### config.mk
export PLATFORM = sky130hd
export DESIGN_NAME = mips32_md
export DESIGN_NICKNAME = d
export VERILOG_FILES = /design/src/rtl/mips32_pkg.sv /design/src/rtl/mips32_md.sv
export SDC_FILE = /design/constraint.sdc
export NUM_CORES = 1
export LEC_CHECK = 0
export BUFFER_PORTS_ARGS = -buffer_cell sky130_fd_sc_hd__buf_2
export CAP_MARGIN = 20
export CORE_UTILIZATION = 28
export CTS_CLUSTER_SIZE = 20
export DETAILED_ROUTE_END_ITERATION = 6
export HOLD_SLACK_MARGIN = 0.15
export PLACE_DENSITY = 0.5
export SETUP_SLACK_MARGIN = 0.3
export SYNTH_ARGS = -nofsm -noshare
export SYNTH_HDL_FRONTEND = slang
export SYNTH_SLANG_ARGS = --single-unit
export TNS_END_PERCENT = 10
### constraint.sdc
create_clock -name clk -period 5.7 [get_ports clk]
set_clock_uncertainty 0.15 [all_clocks]
set_input_delay 0.285 -clock clk [delete_from_list [all_inputs] [get_ports clk]]
set_output_delay 0.285 -clock clk [all_outputs]
set_load 0.03 [all_outputs]
### src/rtl/mips32_pkg.sv
// Package with opcodes, function codes and shared types of the MIPS32 execute block.
`timescale 1ns / 1ps
package mips32_pkg;

    localparam logic [5:0] OP_SPECIAL = 6'h00;
    localparam logic [5:0] OP_REGIMM  = 6'h01;
    localparam logic [5:0] OP_J       = 6'h02;
    localparam logic [5:0] OP_JAL     = 6'h03;
    localparam logic [5:0] OP_BEQ     = 6'h04;
    localparam logic [5:0] OP_BNE     = 6'h05;
    localparam logic [5:0] OP_BLEZ    = 6'h06;
    localparam logic [5:0] OP_BGTZ    = 6'h07;
    localparam logic [5:0] OP_ADDI    = 6'h08;
    localparam logic [5:0] OP_ADDIU   = 6'h09;
    localparam logic [5:0] OP_SLTI    = 6'h0a;
    localparam logic [5:0] OP_SLTIU   = 6'h0b;
    localparam logic [5:0] OP_ANDI    = 6'h0c;
    localparam logic [5:0] OP_ORI     = 6'h0d;
    localparam logic [5:0] OP_XORI    = 6'h0e;
    localparam logic [5:0] OP_LUI     = 6'h0f;
    localparam logic [5:0] OP_LB      = 6'h20;
    localparam logic [5:0] OP_LH      = 6'h21;
    localparam logic [5:0] OP_LW      = 6'h23;
    localparam logic [5:0] OP_LBU     = 6'h24;
    localparam logic [5:0] OP_LHU     = 6'h25;
    localparam logic [5:0] OP_SB      = 6'h28;
    localparam logic [5:0] OP_SH      = 6'h29;
    localparam logic [5:0] OP_SW      = 6'h2b;

    localparam logic [5:0] FN_SLL     = 6'h00;
    localparam logic [5:0] FN_SRL     = 6'h02;
    localparam logic [5:0] FN_SRA     = 6'h03;
    localparam logic [5:0] FN_SLLV    = 6'h04;
    localparam logic [5:0] FN_SRLV    = 6'h06;
    localparam logic [5:0] FN_SRAV    = 6'h07;
    localparam logic [5:0] FN_JR      = 6'h08;
    localparam logic [5:0] FN_JALR    = 6'h09;
    localparam logic [5:0] FN_SYSCALL = 6'b001100;
    localparam logic [5:0] FN_MFHI    = 6'h10;
    localparam logic [5:0] FN_MTHI    = 6'h11;
    localparam logic [5:0] FN_MFLO    = 6'h12;
    localparam logic [5:0] FN_MTLO    = 6'h13;
    localparam logic [5:0] FN_MULT    = 6'h18;
    localparam logic [5:0] FN_MULTU   = 6'h19;
    localparam logic [5:0] FN_DIV     = 6'h1a;
    localparam logic [5:0] FN_DIVU    = 6'h1b;
    localparam logic [5:0] FN_ADD     = 6'h20;
    localparam logic [5:0] FN_ADDU    = 6'h21;
    localparam logic [5:0] FN_SUB     = 6'h22;
    localparam logic [5:0] FN_SUBU    = 6'h23;
    localparam logic [5:0] FN_AND     = 6'h24;
    localparam logic [5:0] FN_OR      = 6'h25;
    localparam logic [5:0] FN_XOR     = 6'h26;
    localparam logic [5:0] FN_NOR     = 6'h27;
    localparam logic [5:0] FN_SLT     = 6'h2a;
    localparam logic [5:0] FN_SLTU    = 6'h2b;

    localparam logic [4:0] RT_BLTZ    = 5'h00;
    localparam logic [4:0] RT_BGEZ    = 5'h01;
    localparam logic [4:0] RT_BLTZAL  = 5'h10;
    localparam logic [4:0] RT_BGEZAL  = 5'h11;

    localparam logic [4:0]  REG_V0    = 5'd2;
    localparam logic [4:0]  REG_RA    = 5'd31;
    localparam logic [31:0] EXIT_CODE = 32'h0000_000a;

    typedef struct packed {
        logic start;
        logic is_div;
        logic is_signed;
    } md_req_t;

endpackage

### src/rtl/mips32_md.sv
// Iterative multiply and divide unit, one bit per cycle.
`timescale 1ns / 1ps
module mips32_md
    import mips32_pkg::*;
(
    input  logic        clk,
    input  logic        rst_n,
    input  md_req_t     req,
    input  logic [31:0] a,
    input  logic [31:0] b,
    output logic        done,
    output logic [31:0] hi,
    output logic [31:0] lo
);

    typedef enum logic [1:0] {MD_IDLE, MD_RUN, MD_FIX} md_state_t;

    md_state_t   state_reg;
    logic [4:0]  cnt_reg;
    logic        div_reg;
    logic        neg_q_reg;
    logic        neg_r_reg;
    logic        done_reg;
    logic [31:0] hi_reg;
    logic [31:0] lo_reg;
    logic [31:0] op_reg;
    logic [31:0] mag_a;
    logic [31:0] mag_b;
    logic [32:0] mul_sum;
    logic [32:0] rem_sh;
    logic [32:0] rem_diff;
    logic [63:0] prod_neg;

    assign mag_a    = (req.is_signed && a[31]) ? 32'd0 - a : a;
    assign mag_b    = (req.is_signed && b[31]) ? 32'd0 - b : b;
    assign mul_sum  = {1'b0, hi_reg} + (lo_reg[0] ? {1'b0, op_reg} : 33'd0);
    assign rem_sh   = {hi_reg, lo_reg[31]};
    assign rem_diff = rem_sh - {1'b0, op_reg};
    assign prod_neg = 64'd0 - {hi_reg, lo_reg};

    always_ff @(posedge clk or negedge rst_n)
    begin
        if (!rst_n)
        begin
            state_reg <= MD_IDLE;
            done_reg  <= 1'b0;
            cnt_reg   <= '0;
        end
        else
        begin
            done_reg <= 1'b0;
            case (state_reg)
                MD_IDLE:
                begin
                    if (req.start)
                    begin
                        div_reg   <= req.is_div;
                        neg_q_reg <= req.is_signed && (a[31] ^ b[31]);
                        neg_r_reg <= req.is_signed && a[31];
                        hi_reg    <= '0;
                        lo_reg    <= req.is_div ? mag_a : mag_b;
                        op_reg    <= req.is_div ? mag_b : mag_a;
                        cnt_reg   <= '0;
                        state_reg <= MD_RUN;
                    end
                end
                MD_RUN:
                begin
                    if (div_reg)
                    begin
                        if (!rem_diff[32])
                        begin
                            hi_reg <= rem_diff[31:0];
                            lo_reg <= {lo_reg[30:0], 1'b1};
                        end
                        else
                        begin
                            hi_reg <= rem_sh[31:0];
                            lo_reg <= {lo_reg[30:0], 1'b0};
                        end
                    end
                    else
                    begin
                        {hi_reg, lo_reg} <= {mul_sum, lo_reg[31:1]};
                    end
                    cnt_reg <= cnt_reg + 5'd1;
                    if (cnt_reg == 5'd31)
                    begin
                        state_reg <= MD_FIX;
                    end
                end
                MD_FIX:
                begin
                    if (div_reg)
                    begin
                        if (neg_q_reg)
                        begin
                            lo_reg <= 32'd0 - lo_reg;
                        end
                        if (neg_r_reg)
                        begin
                            hi_reg <= 32'd0 - hi_reg;
                        end
                    end
                    else if (neg_q_reg)
                    begin
                        {hi_reg, lo_reg} <= prod_neg;
                    end
                    done_reg  <= 1'b1;
                    state_reg <= MD_IDLE;
                end
                default:
                begin
                    state_reg <= MD_IDLE;
                end
            endcase
        end
    end

    assign done = done_reg;
    assign hi   = hi_reg;
    assign lo   = lo_reg;

endmodule

==> results.sh <==
export IMPL_worst_slew_pin_slew_ns=1.06
export IMPL_design_area_um2=13400
export IMPL_synth_nets=1611
export IMPL_hold_class="in2reg"
export IMPL_post_place_ws_ns=1.03
export IMPL_num_rows=74
export IMPL_io_buffers=133
export IMPL_start_util_pct=28.7
export IMPL_via_per_inst=5.49
export IMPL_gp_congestion=0.928
export IMPL_seq_area_um2=3170
export IMPL_synth_seq_area_share_pct=26.8
export IMPL_ys_types=75
export IMPL_grt_pass1_wl_um=65700
export IMPL_worstPathRequired_ns=5.73
export IMPL_die_y_um=208
export IMPL_cp_start_kind="flop"
export IMPL_syn_avg_cell_area_um2=8.08
export IMPL_dpl_cell_area_um2=13100
export IMPL_final_setup_viol_count=0
export IMPL_final_nets=1711
export IMPL_clockBufferDepth=2
export IMPL_crit_arrival_ns=4.84
export IMPL_vias=11500
export IMPL_max_freq_ghz=0.208
export IMPL_drt_initial_drc_count=1124
export IMPL_synthCells=1466
export IMPL_layout_commonest_cell="nor2_1"
export IMPL_setup_ws_ns=0.895
export IMPL_synth_enable_flop_cells=99
export IMPL_end_kind="flop"
export IMPL_drc=0
export IMPL_finalCritPeriodShare_pct=84.3
export IMPL_gr_usage_all_layers_pct=19.7
export IMPL_first_global_vias=10800
export IMPL_cts_root_buffer="clkbuf_16"
export IMPL_multi_input_area_um2=8210
export IMPL_ios=134
export IMPL_finalHoldViolCount=0
export IMPL_antenna_found_initial=2
export IMPL_setup_tns_ns=0
export IMPL_drt_wl_total_um=42900
export IMPL_drv_slew=0
export IMPL_cellPowerDensity_nw_per_um2=393
export IMPL_max_cap_violations=0
export IMPL_fp_dieArea_um2=43100
export IMPL_die_w_um=208
export IMPL_first_pass_iters=6
export IMPL_clkSlewWorstSetupHoldPaths_ns=0.08
export IMPL_antenna_diode_count=0
export IMPL_cts_tree="built"
export IMPL_coreArea_um2=41300
export IMPL_relSlewSlack_pct=29.1
export IMPL_fillers=4419
export IMPL_rsz0062_at_grt="false"
export IMPL_synth_main_ff_cell="edfxtp_1"
export IMPL_yosys_warnings=0
export IMPL_cts_buffers=9
export IMPL_most_common_layout_cells="nor2_1 (177), a21oi_1 (167), buf_2 (133)"
export IMPL_cp_max_fo=22
export IMPL_fin_crit_ns=4.80
export IMPL_ant_nets=0
export IMPL_gr_total_overflow=0
export IMPL_async_flop_share_pct=7.48
export IMPL_htree_levels=3
export IMPL_wl_per_cell_um=20.4
export IMPL_power_leakage_nw=5.51
export IMPL_status="finished, final reports clean"
export IMPL_ys_ff_latch=107
export IMPL_post_dp_hpwl_um=33100
export IMPL_insertion_delay_ns=0.38
export IMPL_syn_to_final_growth_pct=13.4
export IMPL_synth_area_um2=11800
export IMPL_path_class="reg2reg"
export IMPL_grt_max_degree=67
export IMPL_drive_above_1_share_pct=11.8
export IMPL_reg2reg_slack_ns=0.90
export IMPL_irDropWorstVdd_v=0.000228
export IMPL_hold_ws_ns=0.179
export IMPL_clkSinkCount=107
==> cell type report <==
class                   instances  area share [%]
multi-input cells            1229            61.1
inverters                      65            1.82
well taps                     532            4.96
clock inverters                 6           0.354
repair buffers                154            6.45
flip-flops and latches        107            23.6
clock buffers                  10            1.70
==> cells by family after synthesis <==
kind of cell	count (synthesis)	share of synthesized area, %
mux	87	7.36
fa+ha+maj	76	8.15
flops	107	26.8
simple gates	473	18.7
compound gates	424	22.3
xor+xnor	169	12.5
buf+inv	130	4.19
==> worst paths after layout <==
check,start,endpoint,cells past startpoint
max in group asynchronous,rst_n,state_reg[1],3
hold / removal,b[31],op_reg[31],3
hold reg to reg,cnt_reg[4],cnt_reg[4],1
setup / recovery,lo[31],hi[5],13
setup reg to reg,lo[31],hi[5],13
min in group asynchronous,rst_n,done,3
==> cell usage after synthesis, types with 5 or more instances <==
library cell / n / area, µm²
nand4_1: 10 / 62.6
a22oi_1: 10 / 75.1
nor2_1: 178 / 668
clkbuf_1: 55 / 206
nand2_1: 113 / 424
nand2b_1: 16 / 100
nor2b_1: 5 / 31.3
buf_1: 8 / 30.0
o211ai_1: 6 / 45.0
and3_1: 10 / 62.6
and2_1: 9 / 56.3
or3_1: 14 / 87.6
edfxtp_1: 99 / 2970
a211oi_1: 19 / 143
a31oi_1: 20 / 125
o21bai_1: 7 / 52.6
o221ai_1: 6 / 52.6
a21o_1: 40 / 300
o41ai_1: 6 / 52.6
o22ai_1: 5 / 31.3
o21ai_0: 68 / 340
a21oi_1: 169 / 846
dfrtp_1: 8 / 200
mux2i_1: 86 / 861
nand3_1: 21 / 105
xor2_1: 65 / 569
o31ai_1: 11 / 82.6
a21boi_0: 7 / 52.6
inv_1: 63 / 236
or4_1: 12 / 90.1
nand3b_1: 6 / 45.0
ha_1: 74 / 926
o21a_1: 8 / 60.1
xnor2_1: 104 / 911
nor3_1: 47 / 235
nor4_1: 17 / 106
==> routing by layer <==
layer / wire [µm] / track usage [%] / vias to the layer above
li1: - / - / 5582
met1: 20400 / 28.5 / 5492
met4: 892 / 5.47 / 4
met3: 2890 / 3.03 / 49
met2: 18800 / 30.1 / 416
met5: 16 / 0 / -
==> critical path, stage by stage, from the launching register on <==
cell,delay (ns)
edfxtp_1,0.44
inv_1,0.07
ha_1,0.22
fa_1,0.38
nand2b_1,0.19
a21oi_1,0.33
o32ai_1,0.18
a31oi_1,0.60
nand3_1,0.24
nand4_1,0.17
nand3_1,0.70
buf_4,0.46
o31a_1,0.29
o21ai_0,0.17
==> metrics by stage <==
| step | utilization [%] | total power [mW] | instances |
|---|---|---|---|
| 6_report | 32.5 | 5.28 | 2103 |
| 5_1_grt | 32.5 | 5.67 | 2103 |
| 4_1_cts | 32.5 | 5.28 | 2103 |
| 3_5_place_dp | 31.8 | 4.61 | 2083 |
| 3_3_place_gp | 31.6 | 4.58 | 2081 |
| 2_1_floorplan | - | 3.63 | 1466 |
==> report_power, final <==
part	leakage [nW]	switching, mW	total [mW]	internal, mW
Clock	0.139	0.343	0.646	0.304
Combinational	4.31	2.02	3.18	1.16
Sequential	1.06	0.312	1.45	1.14
==> what timing repair did <==
| action | CTS | global route |
|---|---|---|
| setup buffers | 0 | 0 |
| endpoints found under the hold margin | 10 | 0 |
| setup endpoints to repair | 0 | 0 |
| hold buffers | 4 | 0 |
| resized for setup | 0 | 0 |
(Power assumes the default switching activity.)
